File: config.mk
export PLATFORM = sky130hd
export DESIGN_NAME = seven_bit_group_codec_core
export DESIGN_NICKNAME = d
export VERILOG_FILES = /design/src/design/sbgc_pkg.sv /design/src/design/sbgc_front.sv /design/src/design/sbgc_queue.sv /design/src/design/sbgc_back.sv /design/src/design/seven_bit_group_codec_core.sv
export SDC_FILE = /design/constraint.sdc
export NUM_CORES = 1
export LEC_CHECK = 0
export BUFFER_PORTS_ARGS = -buffer_cell sky130_fd_sc_hd__buf_2
export CAP_MARGIN = 20
export CORE_MARGIN = 5
export CORE_UTILIZATION = 30
export CTS_BUF_LIST = sky130_fd_sc_hd__clkbuf_8 sky130_fd_sc_hd__clkbuf_16
export CTS_CLUSTER_SIZE = 25
export DETAILED_ROUTE_END_ITERATION = 8
export PLACE_DENSITY = 0.47
export RECOVER_POWER = 25
export SLEW_MARGIN = 20
export SYNTH_ARGS = -nofsm -noshare
export SYNTH_HDL_FRONTEND = slang
export SYNTH_SLANG_ARGS = --single-unit
File: constraint.sdc
create_clock -name clock -period 3.4 [get_ports clock]
set_input_delay 0.51 -clock clock [delete_from_list [all_inputs] [get_ports clock]]
set_output_delay 0.51 -clock clock [all_outputs]
set_load 0.05 [all_outputs]
File: src/design/sbgc_pkg.sv
// ----------------------------------------------------------------------------
// sbgc_pkg
// Shared types and constants of the seven-bit group codec.
// ----------------------------------------------------------------------------
package sbgc_pkg;

   localparam int MAX_RESULTS = 5;
   localparam int GROUP_MAX   = 4;
   localparam int HELD_DEPTH  = 3;
   localparam int QUEUE_DEPTH = 2;
   localparam int ADDR_W      = 3;
   localparam int IDX_W       = 3;

   localparam logic [7:0] DATA_MASK = 8'h7F;

   localparam logic DIR_ENCODE   = 1'b0;
   localparam logic DIR_DECODE   = 1'b1;
   localparam logic REG_DIRECTION = 1'b0;

   typedef struct packed {
      logic wr_en;
      logic direction;
   } cfg_type;

   typedef struct packed {
      logic [IDX_W-1:0]                  num_out;
      logic [MAX_RESULTS-1:0][7:0]       data;
      logic                              msg_end;
      logic                              bad;
   } job_type;

endpackage

File: src/design/sbgc_front.sv
// ----------------------------------------------------------------------------
// sbgc_front
// Accepts items, tracks group state and builds one job per result run.
// ----------------------------------------------------------------------------
module sbgc_front
   import sbgc_pkg::*;
(
   input  logic       clock,
   input  logic       reset,
   input  cfg_type    cfg,
   input  logic       req_valid,
   output logic       req_ready,
   input  logic [7:0] req_in_byte,
   input  logic       req_message_end,
   input  logic       queue_full,
   output logic       push,
   output job_type    push_job
);

   logic [2:0] group_count_ff, group_count_in;
   logic [7:0] group_header_ff, group_header_in;
   logic [2:0] group_position_ff, group_position_in;
   logic [7:0] held_ff [HELD_DEPTH];
   logic [7:0] held_in [HELD_DEPTH];

   logic       accept;

   assign req_ready = !queue_full;
   assign accept    = req_valid && !queue_full;

   always_comb begin
      logic [1:0] gc;
      logic [2:0] n;
      logic [7:0] grp [GROUP_MAX];
      logic [7:0] hdr;
      logic [3:0] cnt_in;
      logic [1:0] slot;
      logic [3:0] nib;
      logic       need_header;
      logic       job;

      group_count_in    = group_count_ff;
      group_header_in   = group_header_ff;
      group_position_in = group_position_ff;
      for (int i = 0; i < HELD_DEPTH; i++) begin
         held_in[i] = held_ff[i];
      end
      job              = 1'b0;
      push_job         = '0;
      push_job.msg_end = req_message_end;

      gc = (group_count_ff > 3'd3) ? 2'd0 : group_count_ff[1:0];
      n  = {1'b0, gc} + 3'd1;
      for (int i = 0; i < HELD_DEPTH; i++) begin
         grp[i] = (2'(i) < gc) ? held_ff[i] : req_in_byte;
      end
      grp[GROUP_MAX-1] = req_in_byte;
      hdr = {1'b0, n, 4'b0000};
      for (int i = 0; i < GROUP_MAX; i++) begin
         if (2'(i) <= gc) begin
            hdr[3-i] = grp[i][7];
         end
      end

      cnt_in      = req_in_byte[7:4];
      slot        = 2'(group_position_ff - 3'd1);
      nib         = group_header_ff[3:0];
      need_header = (group_position_ff == 3'd0) || (group_position_ff > group_count_ff)
                    || (group_count_ff > 3'd4);

      priority if (cfg.wr_en) begin
         group_count_in    = '0;
         group_header_in   = '0;
         group_position_in = '0;
      end else if (accept) begin
         if (cfg.direction == DIR_ENCODE) begin
            if (gc < 2'd3 && !req_message_end) begin
               for (int i = 0; i < HELD_DEPTH; i++) begin
                  if (2'(i) == gc) begin
                     held_in[i] = req_in_byte;
                  end
               end
               group_count_in = {1'b0, gc} + 3'd1;
            end else begin
               job              = 1'b1;
               push_job.num_out = n + 3'd1;
               push_job.data[0] = hdr;
               for (int i = 0; i < GROUP_MAX; i++) begin
                  push_job.data[i+1] = grp[i] & DATA_MASK;
               end
               group_count_in = '0;
            end
         end else if (need_header) begin
            group_position_in = '0;
            if (cnt_in == 4'd0 || cnt_in > 4'd4) begin
               job              = 1'b1;
               push_job.num_out = 3'd1;
               push_job.bad     = 1'b1;
               group_count_in   = '0;
               group_header_in  = '0;
            end else if (req_message_end) begin
               group_count_in  = '0;
               group_header_in = '0;
            end else begin
               group_count_in    = cnt_in[2:0];
               group_header_in   = req_in_byte;
               group_position_in = 3'd1;
            end
         end else begin
            job              = 1'b1;
            push_job.num_out = 3'd1;
            push_job.data[0] = {nib[2'd3 - slot] | req_in_byte[7], req_in_byte[6:0]};
            if (req_message_end || group_position_ff >= group_count_ff) begin
               group_count_in    = '0;
               group_header_in   = '0;
               group_position_in = '0;
            end else begin
               group_position_in = group_position_ff + 3'd1;
            end
         end
      end
      push = job;
   end

   always_ff @(posedge clock) begin
      if (reset) begin
         group_count_ff    <= '0;
         group_header_ff   <= '0;
         group_position_ff <= '0;
      end else begin
         group_count_ff    <= group_count_in;
         group_header_ff   <= group_header_in;
         group_position_ff <= group_position_in;
      end
   end

   always_ff @(posedge clock) begin
      for (int i = 0; i < HELD_DEPTH; i++) begin
         held_ff[i] <= held_in[i];
      end
   end

endmodule

File: src/design/sbgc_queue.sv
// ----------------------------------------------------------------------------
// sbgc_queue
// Short job queue between the front and back parts.
// ----------------------------------------------------------------------------
module sbgc_queue
   import sbgc_pkg::*;
#(
   parameter int DEPTH = QUEUE_DEPTH
) (
   input  logic    clock,
   input  logic    reset,
   input  logic    push,
   input  job_type push_job,
   output logic    full,
   input  logic    pop,
   output job_type head_job,
   output logic    empty
);

   localparam int PTR_W = (DEPTH > 1) ? $clog2(DEPTH) : 1;
   localparam int CNT_W = $clog2(DEPTH + 1);

   job_type          mem_ff [DEPTH];
   logic [PTR_W-1:0] wr_ptr_ff, wr_ptr_in;
   logic [PTR_W-1:0] rd_ptr_ff, rd_ptr_in;
   logic [CNT_W-1:0] count_ff, count_in;

   assign full     = (count_ff == CNT_W'(DEPTH));
   assign empty    = (count_ff == '0);
   assign head_job = mem_ff[rd_ptr_ff];

   always_comb begin
      wr_ptr_in = wr_ptr_ff;
      rd_ptr_in = rd_ptr_ff;
      count_in  = count_ff;
      if (push) begin
         wr_ptr_in = (wr_ptr_ff == PTR_W'(DEPTH - 1)) ? '0 : wr_ptr_ff + PTR_W'(1);
      end
      if (pop) begin
         rd_ptr_in = (rd_ptr_ff == PTR_W'(DEPTH - 1)) ? '0 : rd_ptr_ff + PTR_W'(1);
      end
      unique case ({push, pop})
         2'b10:   count_in = count_ff + CNT_W'(1);
         2'b01:   count_in = count_ff - CNT_W'(1);
         default: count_in = count_ff;
      endcase
   end

   always_ff @(posedge clock) begin
      if (reset) begin
         wr_ptr_ff <= '0;
         rd_ptr_ff <= '0;
         count_ff  <= '0;
      end else begin
         wr_ptr_ff <= wr_ptr_in;
         rd_ptr_ff <= rd_ptr_in;
         count_ff  <= count_in;
      end
   end

   always_ff @(posedge clock) begin
      if (push) begin
         mem_ff[wr_ptr_ff] <= push_job;
      end
   end

endmodule

File: src/design/sbgc_back.sv
// ----------------------------------------------------------------------------
// sbgc_back
// Steps through the head job and drives one result item per cycle while the queue holds a job and rsp_ready is high.
// ----------------------------------------------------------------------------
module sbgc_back
   import sbgc_pkg::*;
(
   input  logic       clock,
   input  logic       reset,
   input  logic       empty,
   input  job_type    head_job,
   output logic       pop,
   output logic       rsp_valid,
   input  logic       rsp_ready,
   output logic [7:0] rsp_out_byte,
   output logic       rsp_run_last,
   output logic       rsp_message_done,
   output logic       rsp_bad_header
);

   logic [IDX_W-1:0] idx_ff, idx_in;
   logic             rsp_valid_ff, rsp_valid_in;
   logic [7:0]       out_byte_ff;
   logic             run_last_ff;
   logic             message_done_ff;
   logic             bad_header_ff;

   logic             load;
   logic             take;
   logic             last;

   assign load = !rsp_valid_ff || rsp_ready;
   assign take = load && !empty;
   assign last = (idx_ff == head_job.num_out - IDX_W'(1));
   assign pop  = take && last;

   always_comb begin
      idx_in       = idx_ff;
      rsp_valid_in = rsp_valid_ff;
      if (take) begin
         idx_in       = last ? '0 : idx_ff + IDX_W'(1);
         rsp_valid_in = 1'b1;
      end else if (load) begin
         rsp_valid_in = 1'b0;
      end
   end

   always_ff @(posedge clock) begin
      if (reset) begin
         idx_ff       <= '0;
         rsp_valid_ff <= 1'b0;
      end else begin
         idx_ff       <= idx_in;
         rsp_valid_ff <= rsp_valid_in;
      end
   end

   always_ff @(posedge clock) begin
      if (take) begin
         out_byte_ff     <= head_job.data[idx_ff];
         run_last_ff     <= last;
         message_done_ff <= last && head_job.msg_end;
         bad_header_ff   <= head_job.bad;
      end
   end

   assign rsp_valid        = rsp_valid_ff;
   assign rsp_out_byte     = out_byte_ff;
   assign rsp_run_last     = run_last_ff;
   assign rsp_message_done = message_done_ff;
   assign rsp_bad_header   = bad_header_ff;

`ifndef ASSERT_OFF
   a_num_out_range: assert property (@(posedge clock) disable iff (reset)
      !empty |-> (head_job.num_out >= IDX_W'(1) && head_job.num_out <= IDX_W'(MAX_RESULTS)))
      else $error("job result count out of range");

   a_idx_in_job: assert property (@(posedge clock) disable iff (reset)
      !empty |-> idx_ff < head_job.num_out)
      else $error("result index beyond job");

   a_done_is_last: assert property (@(posedge clock) disable iff (reset)
      rsp_valid_ff && (message_done_ff || bad_header_ff) |-> run_last_ff)
      else $error("message end or bad header not on last result of run");
`endif

endmodule

File: src/design/seven_bit_group_codec_core.sv
// ----------------------------------------------------------------------------
// seven_bit_group_codec_core
// Seven-bit group codec: encodes bytes into header-led groups or decodes them.
// ----------------------------------------------------------------------------
// An item's results pass through a job queue entry and then the output register.
// Throughput: one item per cycle while the job queue has room; the single
//   output register gives one result per cycle while rsp_ready is high, and
//   encode puts a header result ahead of the data results of each group.
// Reset: synchronous; clears direction to encode, group state, queue and rsp_valid.
module seven_bit_group_codec_core
   import sbgc_pkg::*;
#(
   parameter int QDEPTH = QUEUE_DEPTH
) (
   input  logic              clock,
   input  logic              reset,
   input  logic              psel,
   input  logic              penable,
   input  logic              pwrite,
   input  logic [ADDR_W-1:0] paddr,
   input  logic [31:0]       pwdata,
   output logic [31:0]       prdata,
   output logic              pready,
   input  logic              req_valid,
   output logic              req_ready,
   input  logic [7:0]        req_in_byte,
   input  logic              req_message_end,
   output logic              rsp_valid,
   input  logic              rsp_ready,
   output logic [7:0]        rsp_out_byte,
   output logic              rsp_run_last,
   output logic              rsp_message_done,
   output logic              rsp_bad_header
);

   logic    direction_ff, direction_in;
   logic    reg_hit;
   cfg_type cfg;
   logic    queue_full;
   logic    queue_empty;
   logic    push;
   logic    pop;
   job_type push_job;
   job_type head_job;

   assign pready  = 1'b1;
   assign reg_hit = (paddr[ADDR_W-1:2] == REG_DIRECTION);

   assign cfg.wr_en     = psel && penable && pwrite && reg_hit;
   assign cfg.direction = direction_ff;

   assign direction_in = cfg.wr_en ? pwdata[0] : direction_ff;
   assign prdata       = reg_hit ? {31'b0, direction_ff} : 32'b0;

   always_ff @(posedge clock) begin
      if (reset) begin
         direction_ff <= DIR_ENCODE;
      end else begin
         direction_ff <= direction_in;
      end
   end

   sbgc_front u_front (
      .clock           (clock),
      .reset           (reset),
      .cfg             (cfg),
      .req_valid       (req_valid),
      .req_ready       (req_ready),
      .req_in_byte     (req_in_byte),
      .req_message_end (req_message_end),
      .queue_full      (queue_full),
      .push            (push),
      .push_job        (push_job)
   );

   sbgc_queue #(
      .DEPTH (QDEPTH)
   ) u_queue (
      .clock    (clock),
      .reset    (reset),
      .push     (push),
      .push_job (push_job),
      .full     (queue_full),
      .pop      (pop),
      .head_job (head_job),
      .empty    (queue_empty)
   );

   sbgc_back u_back (
      .clock            (clock),
      .reset            (reset),
      .empty            (queue_empty),
      .head_job         (head_job),
      .pop              (pop),
      .rsp_valid        (rsp_valid),
      .rsp_ready        (rsp_ready),
      .rsp_out_byte     (rsp_out_byte),
      .rsp_run_last     (rsp_run_last),
      .rsp_message_done (rsp_message_done),
      .rsp_bad_header   (rsp_bad_header)
   );

endmodule
After elaboration in Yosys (flattened, before gate mapping):

Memories as Yosys holds them, arrays and structs flattened. A register that Yosys moved wholly into a read port is not among the register bits.
Index checks and enable logic that the tools add are counted.

* flip-flop bits (word level): 30
* bits in writable memories: 114
* bits of input ports: 51
* output and inout port bits: 46
* logic and storage cells: 141
* memories kept: 2

* $add $sub $neg: 11
* magnitude comparators: 15
* eq/ne operators: 7
* muxes and demuxes: 63
* bitwise logic cells: 2
* reductions and logical operators: 28

Memory list
* u_queue.mem_ff: words 2, bits a word 45, read ports 1, clocked after memory_dff 1, write ports 1, RTL line sbgc_queue.sv:23 `job_type mem_ff [DEPTH];`
* u_front.held_ff: words 3, bits a word 8, read ports 3, clocked after memory_dff 0, write ports 3, RTL line sbgc_front.sv:23 `logic [7:0] held_ff [HELD_DEPTH];`

Operators with widths (number)
* $mux 43: 3
* $mux 24: 4
* $mux 8: 9
* $mux 3: 11
* $mux 32: 1
* $mux 1: 27
* $bmux 8 s3: 1
* $mux 4: 4
* $add 3x1->3 const B: 3
* $logic_and 1x1->1: 8
* $reduce_bool 2->1: 3
* $logic_or 1x1->1: 5
* $eq 2x2->1 const B: 2
* $gt 4x3->1 const B: 1
* $le 1x2->1 const A: 2
* $le 2x2->1 const A: 2
* $logic_not 1->1: 4
* $logic_not 2->1: 2
* $logic_not 4->1: 1
* $lt 1x2->1 const A: 2
* $lt 3x4->1 const B: 1
* $pmux 2 s2: 1
* $reduce_and 2->1: 2
* $sub 2x1->2 const B: 2
* other kinds (24): 25

Longest topological paths before layout:

Gate-level depths: netlist (run 1).

* depth after elaboration: 10
* mapped depth: 13
* depth with buffers taken out: 10

By module:

A second synthesis (run 1) with hierarchy kept.

* cell total of the unflattened synthesis: 488
* area, all modules: 6700.2 µm²

Modules (own cells, without submodules)
* sbgc_queue: instances 1, cells each 162, area each 3439.5 µm², seq. area each 2802.7 µm²
* sbgc_front: instances 1, cells each 211, area each 2050.7 µm², seq. area each 920.9 µm²
* sbgc_back: instances 1, cells each 75, area each 900.9 µm², seq. area each 410.4 µm²
* seven_bit_group_codec_core: instances 1, cells each 40, area each 309.0 µm², seq. area each 20.0 µm²

Worst setup path before layout (run 1):

Ideal clock, no wire load.

* path kind: reg2reg
* from: reg u_front.group_count_ff[1]
* to: mem u_queue.mem_ff[0][0] (netlist name) (enable)
* library setup time: 440 ps
* arrival time: 3355 ps
* required time: 2960 ps
* path slack: -394 ps
* stages on the path, launching flop included: 9
* buffers on the path: 1
* clock period less this slack: 3794 ps
* cells stage by stage: dfxtp_1 > inv_1 > nor2_1 > clkbuf_1 > ha_1 > or3_1 > nand4_1 > o21bai_1 > nor2_1

* longest elaborated chain between the ends: 10
* elaborated cells on any way between the ends: 15
* those cells by class: 4 x order compare; 8 x mux; 3 x reduce/logical

RTL lines
* start, declared: RTL line sbgc_front.sv:20 `logic [2:0] group_count_ff, group_count_in;`
* start signal, assigned: RTL line sbgc_front.sv:131 `group_count_ff <= group_count_in;`
* $gt 3x2->1: RTL line sbgc_front.sv:52 `gc = (group_count_ff > 3'd3) ? 2'd0 : group_count_ff[1:0];`
* $mux 2: RTL line sbgc_front.sv:52
* $lt 2x2->1: RTL line sbgc_front.sv:77 `if (gc < 2'd3 && !req_message_end) begin`
* $logic_and 1x1->1: RTL line sbgc_front.sv:77
* $mux 1: RTL line sbgc_front.sv:77
* $mux 1 (*): RTL line sbgc_front.sv:76 `if (cfg.direction == DIR_ENCODE) begin`
* $mux 1 (*): RTL line sbgc_front.sv:75 `end else if (accept) begin`
* $mux 1 (*): RTL line sbgc_front.sv:71 `priority if (cfg.wr_en) begin`
* $mux 1 (*): RTL line sbgc_queue.sv:62 `if (push) begin`
* $mux 1 (not written as such) (*): RTL line sbgc_queue.sv:63 `mem_ff[wr_ptr_ff] <= push_job;`
* end, declared: RTL line sbgc_queue.sv:23

Mark *: on every way between the ends. The rest lies on a longest branch, timed or not.

==> impl_metrics.json, run 1 <==
{
  "status": "finished clean",
  "path_cells": "buf_4 > mux2i_1 > xnor2_1 > nand3_1 > nor2_1 > ha_1 > or3_1 > a21oi_1",
  "critPathMaxFanout": 18,
  "drive_gt1_share_pct": 15.20,
  "ys_seq_area_share_pct": 62.44,
  "routed_wl_um": 13200,
  "area_delta_synth_final_pct": 15.57,
  "skew_ps": 8.862,
  "grt_max_degree": 42,
  "fin_nets": 564,
  "gp_congestion": 0.7273,
  "end_kind": "flip-flop",
  "cts.sinks": 137,
  "wire_per_inst_um": 16.86,
  "cts_resized": 0,
  "min_period_ps": 2781,
  "syn_inst": 454,
  "die_w_um": 154.6,
  "ir_drop_mv": 0.3565,
  "max_slew_margin_pct": 43.48,
  "yosysWarningCount": 0,
  "grt_overflow": 0,
  "syn_avg_cell_area_um2": 13.81,
  "yosysTopAreaCell": "edfxtp_1",
  "diodes": 0,
  "startpoint_type": "flip-flop",
  "worstHoldStart": "pwdata[0]",
  "fmax_ghz": 0.3595,
  "portBuffers": 31,
  "rsz0062_at_grt": "false",
  "slew_viol_final": 0,
  "slowest_stage": "nor2_1",
  "cp.required_ps": 3740,
  "start_util_pct": 30.68,
  "p_total_mw": 4.460,
  "post_dp_cell_area_mm2": 0.006678,
  "clkTransAtPathRegs_ps": 60,
  "synth.top_cell.area_share_pct": 56.05,
  "cap_violations": 0,
  "finalCritPeriodShare_pct": 81.80,
  "tightest_slew_ps": 839.0,
  "drc": 0,
  "synth_common_cells": "edfxtp_1, nor2_1, mux2i_1, buf_4, nand2_1",
  "cts_tree": "yes",
  "synthArstFlopShare_pct": 0,
  "p_per_area_mw_per_mm2": 615.7,
  "clk_latency_ps": 410,
  "synth_edf_count": 117,
  "min_path_type": "in -> reg",
  "ant_nets": 0,
  "fp.dieH_um": 154.6,
  "synth-seq-cells": 137,
  "track_usage_pct": 11.56,
  "path_class": "reg -> reg",
  "cts_buffers": 17,
  "holdBufCountCts": 0,
  "final_hold_viol_count": 0,
  "synth_area_leaders": "edfxtp_1, dfxtp_1, mux2i_1",
  "dp_hpwl_um": 8939,
  "dr.pass1.iters": 6,
  "htree_levels": 4,
  "vias": 3628,
  "synth.most_common_cell": "edfxtp_1",
  "rows": 52,
  "post-route-cell-area_mm2": 0.007244,
  "synth_ff_type": "edfxtp_1",
  "drt_iter0_drc": 163,
  "coreArea_mm2": 0.02043,
  "netlist_area_mm2": 0.006269,
  "synth.distinct_cells": 53,
  "cts_buffer_depth": 2,
  "grt_pass1_vias": 3785,
  "cts_setup_buffers": 0,
  "grt_pass1_wl_um": 21100,
  "crit_path_max_incr_delay_ps": 430,
  "cts-root-buf": "clkbuf_16",
  "reg2reg_slack_ps": 620,
  "viasPerCell": 4.633,
  "antenna_found_initial": 0,
  "crit_arrival_ps": 3130,
  "io_pins": 97,
  "die_area_mm2": 0.02389,
  "setup_viol": 0,
  "power.leakage_nw": 2.487
}
[registers in the layout, summed over array words and instances, names as in the netlist, named ones only]
register,cells
u_front.group_count_ff,3
u_back.rsp_run_last,1
u_queue.mem_ff,82
u_back.rsp_bad_header,1
u_back.rsp_message_done,1
u_back.idx_ff,3
u_queue.count_ff,2
u_queue.rd_ptr_ff,1
u_front.group_position_ff,3
u_front.group_header_ff,4
direction_ff,1
u_back.rsp_out_byte,8
u_back.rsp_valid,1
u_queue.wr_ptr_ff,1
u_front.held_ff,24
[critical path: cells and delay by family (launching register included)]
family	cells	cell delay (ps)
buffers and inverters	1	380
AO/OA/AOI/OAI	1	140
flip-flops	1	400
multiplexers	1	270
AND/OR/NAND/NOR	3	1000
adder cells (fa/ha/maj)	1	360
XOR/XNOR	1	140
[cells in the final DEF, fill, tap and decap left out, types with 8 or more instances in the layout]
| cell | Yosys | layout |
|---|---|---|
| buf_4 | 32 | 12 |
| ha_1 | 13 | 13 |
| inv_1 | 13 | 14 |
| conb_1 | 2 | 32 |
| mux4_2 | 15 | 15 |
| nor2_1 | 43 | 41 |
| nand2_1 | 27 | 27 |
| clkbuf_1 | 4 | 25 |
| edfxtp_1 | 117 | 117 |
| mux2i_1 | 35 | 35 |
| a21oi_1 | 13 | 14 |
| o21ai_0 | 8 | 8 |
| dfxtp_1 | 20 | 20 |
| clkbuf_16 | 0 | 17 |
| buf_2 | 3 | 8 |
[kinds of logic after synthesis]
group,after synthesis,synth area share [%]
compound gates,62,6.786
xor+xnor,6,0.8383
fa+ha+maj,13,2.595
buf+inv,64,6.547
flops,137,62.44
mux,53,11.52
other cells,2,0.1198
simple gates,117,9.162
[report_power, final]
part | total (mW) | switching (mW) | internal, mW
Clock | 1.89 | 0.672 | 1.21
Combinational | 0.609 | 0.435 | 0.174
Sequential | 1.97 | 0.0269 | 1.94
[metal layers]
metal / track usage, % / wire, µm / vias up
met2: 18.91 / 6591 / 74
met4: 4.121 / 189 / 0
met3: 2.990 / 522 / 18
li1: - / - / 1727
met5: 0 / 0 / -
met1: 14.89 / 5900 / 1809
[final cells by class]
type                    instances  area (µm²)
well taps                     270       337.8
clock inverters                15       182.7
clock buffers                  17       425.4
repair buffers                 47       264.0
flip-flops and latches        137        3914
fillers                      2011       13190
inverters                      14       52.55
multi-input cells             283        2068
[per-stage QoR]
| step | hold WS [ps] | TNS, ps | instances | worst slack (ps) | utilization (%) |
|---|---|---|---|---|---|
| 6_report | 329.5 | 0 | 783 | 618.7 | 35.46 |
| 5_1_grt | 330.6 | 0 | 783 | 297.4 | 35.46 |
| 4_1_cts | 315.1 | 0 | 783 | 617.9 | 35.66 |
| 3_5_place_dp | 455.6 | 0 | 751 | 629.1 | 32.69 |
| 3_3_place_gp | 453.9 | 0 | 751 | 688.6 | 32.69 |
| 2_1_floorplan | 437.1 | -32320 | 484 | -394.2 | - |
[worst paths after layout]
| path | endpoint | depth (start not counted) |
|---|---|---|
| setup reg to reg | u_queue.count_ff[1] | 8 |
| setup / recovery | u_queue.count_ff[1] | 8 |
| hold / removal | direction_ff | 3 |
| hold reg to reg | u_front.group_header_ff[2] | 1 |
Note: power is estimated with default switching activity, not from simulation.
==> run 2, diff against run 1 <==
--- a/config.mk
+++ b/config.mk
@@ -12,7 +12,7 @@
 export CTS_BUF_LIST = sky130_fd_sc_hd__clkbuf_8 sky130_fd_sc_hd__clkbuf_16
 export CTS_CLUSTER_SIZE = 25
 export DETAILED_ROUTE_END_ITERATION = 8
-export PLACE_DENSITY = 0.47
+export PLACE_DENSITY = 0.46
 export RECOVER_POWER = 25
 export SLEW_MARGIN = 20
 export SYNTH_ARGS = -nofsm -noshare
==> constraint.sdc (replaced) <==
create_clock -name clock -period 2.7 [get_ports clock]
set_input_delay 0.405 -clock clock [delete_from_list [all_inputs] [get_ports clock]]
set_output_delay 0.405 -clock clock [all_outputs]
set_load 0.05 [all_outputs]
==> run 2 against run 1 <==
Sequential power increased by 26%. Combinational power increased by 32%. Clock power increased by 20%. Final cell count increased by 2.9%. Core utilization increased by 0.69 points. Clock skew about the same. Global-route usage increased by 0.58 points. Total power increased by 24%. Largest cell class unchanged.
==> impl_metrics.json, run 2 (synthesis results as in run 1) <==
{
  "status": "finished clean",
  "top_register": "u_queue.mem_ff",
  "dp_hpwl_um": 9391,
  "crit_path_max_incr_delay_ps": 400,
  "vias": 3697,
  "finalNonFillerCells": 806,
  "clkTransAtPathRegs_ps": 60,
  "io_pins": 97,
  "area_delta_synth_final_pct": 17.82,
  "ant_nets": 0,
  "tightest_slew_ps": 735.2,
  "skew_ps": 8.790,
  "p_seq_share_pct": 44.6,
  "drive_gt1_share_pct": 19.59,
  "cp.required_ps": 3050,
  "startpoint_type": "flip-flop",
  "finalCritPeriodShare_pct": 93.55,
  "switchingPower_mw": 1.498,
  "path_cells": "inv_1 > ha_1 > nor2_1 > a31oi_2 > a21oi_2 > o21bai_1 > buf_4 > buf_4 > ha_1 > or3_1 > a21oi_1",
  "intPower_mw": 4.049,
  "cts-root-buf": "clkbuf_16",
  "n_fill_cell": 2013,
  "clk_latency_ps": 430,
  "dr.pass1.iters": 4,
  "drc": 0,
  "antenna_found_initial": 0,
  "busiest_layer": "met2",
  "grt_pass1_wl_um": 21800,
  "critPathMaxFanout": 6,
  "die_w_um": 154.6,
  "cts_buffers": 17,
  "die_area_mm2": 0.02389,
  "routed_wl_um": 13890,
  "cts.sinks": 137,
  "grt_pass1_vias": 3885,
  "wire_per_inst_um": 17.23,
  "path_class": "reg -> reg",
  "crit_arrival_ps": 2880,
  "min_path_type": "in -> reg",
  "multi_input_area_mm2": 0.002103,
  "ir_drop_mv": 0.4167,
  "grt_util_met1_pct": 15.52,
  "final_hold_viol_count": 0,
  "end_kind": "flip-flop",
  "diodes": 0,
  "final_cell_mix": "edfxtp_1, nor2_1, mux2i_1",
  "grt_overflow": 0,
  "rows": 52,
  "coreArea_mm2": 0.02043,
  "regArea_mm2": 0.003914,
  "fin_hold_ws_ps": 226.1,
  "p_sw_share_pct": 27.00,
  "slew_viol_final": 0,
  "grt_use_met3_pct": 3.437,
  "layout_commonest_cell": "edfxtp_1",
  "post_dp_cell_area_mm2": 0.006813,
  "holdBufCountCts": 0,
  "post-route-cell-area_mm2": 0.007386,
  "setup_viol": 0,
  "cts_tree": "yes",
  "portBuffers": 31,
  "max_slew_margin_pct": 50.47,
  "grt_max_degree": 25,
  "p_per_area_mw_per_mm2": 751.0,
  "viasPerCell": 4.587,
  "cap_violations": 0,
  "cts_setup_buffers": 0,
  "track_usage_pct": 12.14,
  "fmax_ghz": 0.3959,
  "gp_congestion": 0.7545,
  "drt_iter0_drc": 192,
  "power.leakage_nw": 2.550,
  "p_clk_share_pct": 40.9,
  "dpl.cell_count": 772,
  "min_period_ps": 2526,
  "p_comb_share_pct": 14.5,
  "rsz0062_at_grt": "false",
  "largest_register_ffs": 82,
  "start_util_pct": 30.68,
  "fin_tns_setup_ps": 0,
  "use_met2_pct": 19.51,
  "slowest_stage": "dfxtp_1",
  "fin_nets": 587,
  "fp.dieH_um": 154.6,
  "final_core_util_pct": 36.15,
  "cts_buffer_depth": 2,
  "htree_levels": 4
}
==> run 2: metrics by stage <==
| stage | worst slack, ps | total power, mW |
|---|---|---|
| after floorplan | -433.0 | 3.139 |
| after global placement | -59.42 | 3.326 |
| after detailed placement | -69.16 | 3.338 |
| after CTS | 79.39 | 5.614 |
| after global routing | 8.084 | 5.768 |
| final | 174.1 | 5.547 |
==> run 2: path summary, 6_finish.rpt <==
check                              from  cells past startpoint                          to  slack (ps)
min                           pwdata[0]                      3                direction_ff         230
max reg2reg   u_front.group_count_ff[2]                     11         u_queue.count_ff[1]         170
max           u_front.group_count_ff[2]                     11         u_queue.count_ff[1]         170
min reg2reg  u_front.group_header_ff[1]                      1  u_front.group_header_ff[1]         470
==> run 2: power groups by stage <==
| stage | registers, mW | logic, mW | clock network (mW) |
|---|---|---|---|
| 2_1_floorplan | 2.62 | 0.520 | 0 |
| 3_3_place_gp | 2.51 | 0.811 | 0 |
| 3_5_place_dp | 2.52 | 0.819 | 0 |
| 4_1_cts | 2.48 | 0.828 | 2.31 |
| 5_1_grt | 2.49 | 0.875 | 2.40 |
| 6_report | 2.48 | 0.802 | 2.27 |
==> run 2: worst max-delay path, delay by kind of cell (launching register included) <==
kind                       cells  cell delay [ps]
AOI/OAI and AO/OA              4              480
buffers and inverters          3              390
DFF                            1              400
and+or+nand+nor                2              520
adders and majority gates      2              650
==> run 2: what timing repair did <==
action	CTS	global route
endpoints found under the setup margin	28	16
pin swaps	2	0
gates resized for setup	0	3
hold endpoints to repair	0	0
gates cloned	2	0
==> run 2: metal layers <==
layer	vias up	routed length (µm)
met5	-	0
met4	0	258
met3	16	520
met2	77	6618
met1	1824	6494
li1	1780	-
==> run 2: final cells by class <==
class                      instances  area share, %
sequential                       137          52.99
clock inverter                    11          1.101
timing repair buffer              68          5.184
inverter                          14         0.7115
clock buffer                      21          6.963
tap                              270          4.574
multi-input combinational        285          28.48
==> run 3, diff against run 2 <==
==> constraint.sdc (replaced) <==
create_clock -name clock -period 2.7 [get_ports clock]
set_input_delay 0.405 -clock clock [delete_from_list [all_inputs] [get_ports clock]]
set_output_delay 0.405 -clock clock [all_outputs]
set_load 0.005 [all_outputs]
==> run 3 against run 2 <==
Clock skew about the same. Highest routed layer unchanged. Die area stayed put. Via count grew 0.19%. Final area is essentially flat. Register-to-register slack barely moved. First-iteration DRC count shrank 2.6%. Largest cell class unchanged. Fmax barely moved.
==> impl_metrics.json, run 3 (synthesis results as in run 1) <==
{
  "status": "finished clean",
  "max_slew_margin_pct": 50.47,
  "skew_ps": 8.800,
  "wire_per_inst_um": 17.23,
  "io_pins": 97,
  "rr_worst_depth": 11,
  "hold_depth": 3,
  "cts_setup_buffers": 0,
  "ir_drop_mv": 0.4176,
  "htree_levels": 4,
  "antenna_found_initial": 0,
  "slew_viol_final": 0,
  "final_core_util_pct": 36.13,
  "cap_violations": 0,
  "cp.required_ps": 3050,
  "drc": 0,
  "fin_nets": 587,
  "fp.dieH_um": 154.6,
  "p_total_mw": 5.359,
  "start_util_pct": 30.68,
  "min_period_ps": 2524,
  "end_kind": "flip-flop",
  "diodes": 0,
  "min_path_type": "in -> reg",
  "die_w_um": 154.6,
  "r2r-start": "u_front.group_count_ff[2]",
  "gp_congestion": 0.7545,
  "tightest_slew_ps": 735.2,
  "cts_buffers": 17,
  "critPathMaxFanout": 6,
  "final_cell_mix": "edfxtp_1, nor2_1, mux2i_1",
  "fmax_ghz": 0.3963,
  "n_fill_cell": 2014,
  "layout_commonest_cell": "edfxtp_1",
  "track_usage_pct": 12.14,
  "grt_max_degree": 25,
  "worstHoldEndpoint": "direction_ff",
  "drt_iter0_drc": 187,
  "finalCritPeriodShare_pct": 93.47,
  "p_per_area_mw_per_mm2": 725.9,
  "routed_wl_um": 13890,
  "dp_hpwl_um": 9391,
  "reg2reg_slack_ps": 180,
  "timing.rr.end": "u_queue.count_ff[1]",
  "drive_gt1_share_pct": 19.96,
  "worstHoldStart": "pwdata[0]",
  "cts.sinks": 137,
  "vias": 3704,
  "dpl.cell_count": 772,
  "largest_register_ffs": 82,
  "clkTransAtPathRegs_ps": 60,
  "die_area_mm2": 0.02389,
  "cts_tree": "yes",
  "finalNonFillerCells": 806,
  "rows": 52,
  "top_register": "u_queue.mem_ff",
  "ant_nets": 0,
  "grt_pass1_vias": 3885,
  "grt_pass1_wl_um": 21800,
  "final_hold_viol_count": 0,
  "path_class": "reg -> reg",
  "coreArea_mm2": 0.02043,
  "setup_viol": 0,
  "rsz0062_at_grt": "false",
  "dr.pass1.iters": 5,
  "startpoint_type": "flip-flop",
  "cts_buffer_depth": 2,
  "viasPerCell": 4.596,
  "area_delta_synth_final_pct": 17.76,
  "portBuffers": 31,
  "grt_overflow": 0,
  "crit_arrival_ps": 2880,
  "clk_latency_ps": 430,
  "power.leakage_nw": 2.555,
  "cts-root-buf": "clkbuf_16"
}
## run 3: layout make-up
cell class | instances | area (µm²) | area share, %
clock inverters | 11 | 81.33 | 1.102
repair buffers | 68 | 384.1 | 5.203
inverters | 14 | 52.55 | 0.7119
flip-flops and latches | 137 | 3914 | 53.02
clock buffers | 21 | 514.2 | 6.966
well taps | 270 | 337.8 | 4.576
multi-input cells | 285 | 2098 | 28.42
## run 3: critical path, stage by stage, from the launching register on
cell	delay [ps]
dfxtp_1	400
inv_1	70
ha_1	330
nor2_1	150
a31oi_2	70
a21oi_2	180
o21bai_1	90
buf_4	180
buf_4	140
ha_1	320
or3_1	370
a21oi_1	140
## run 3: worst max-delay path by stage
| stage | start | endpoint | slack, ps |
|---|---|---|---|
| floorplan | u_front.group_count_ff[1] | u_queue.mem_ff[0][0] | -430 |
| CTS | u_front.group_count_ff[2] | u_queue.mem_ff[0][9] | 80 |
| global placement | u_front.group_count_ff[2] | u_queue.mem_ff[0][32] | -60 |
| finish | u_front.group_count_ff[2] | u_queue.count_ff[1] | 180 |
| detailed placement | u_front.group_count_ff[2] | u_queue.mem_ff[0][24] | -70 |
| global route | u_front.group_count_ff[2] | u_queue.count_ff[1] | 8 |
## run 3: per-stage QoR
step / area [µm²] / hold slack (ps) / setup TNS (ps) / worst slack (ps)
finish: 7382 / 225.6 / 0 / 176.4
global route: 7382 / 240.8 / 0 / 8.084
CTS: 7421 / 215.5 / 0 / 79.39
detailed placement: 6813 / 457.0 / -1301 / -69.16
global placement: 6813 / 454.6 / -882.4 / -59.42
floorplan: 6394 / 437.1 / -35510 / -433.0
## run 3: where the power goes
group	leakage, nW	internal [mW]	total [mW]	switching, mW
clock	0.281	1.37	2.27	0.903
combinational	1.03	0.243	0.613	0.370
sequential	1.25	2.44	2.48	0.0357
total	2.55	4.05	5.36	1.31
## run 3: layer usage
layer	vias to the layer above	share of wire, %	GRT usage, %
li1	1779	-	-
met1	1823	47	15.52
met2	82	48	19.51
met3	20	3.8	3.437
met4	0	1.9	4.836
met5	-	0	0
## run 3: repair_timing
action / in CTS / in global routing
pin swaps: 2 / 0
endpoints found under the hold margin: 0 / 0
gates resized for setup: 0 / 3
cloned: 2 / 0
hold buffers: 0 / 0
setup endpoints to repair: 28 / 16
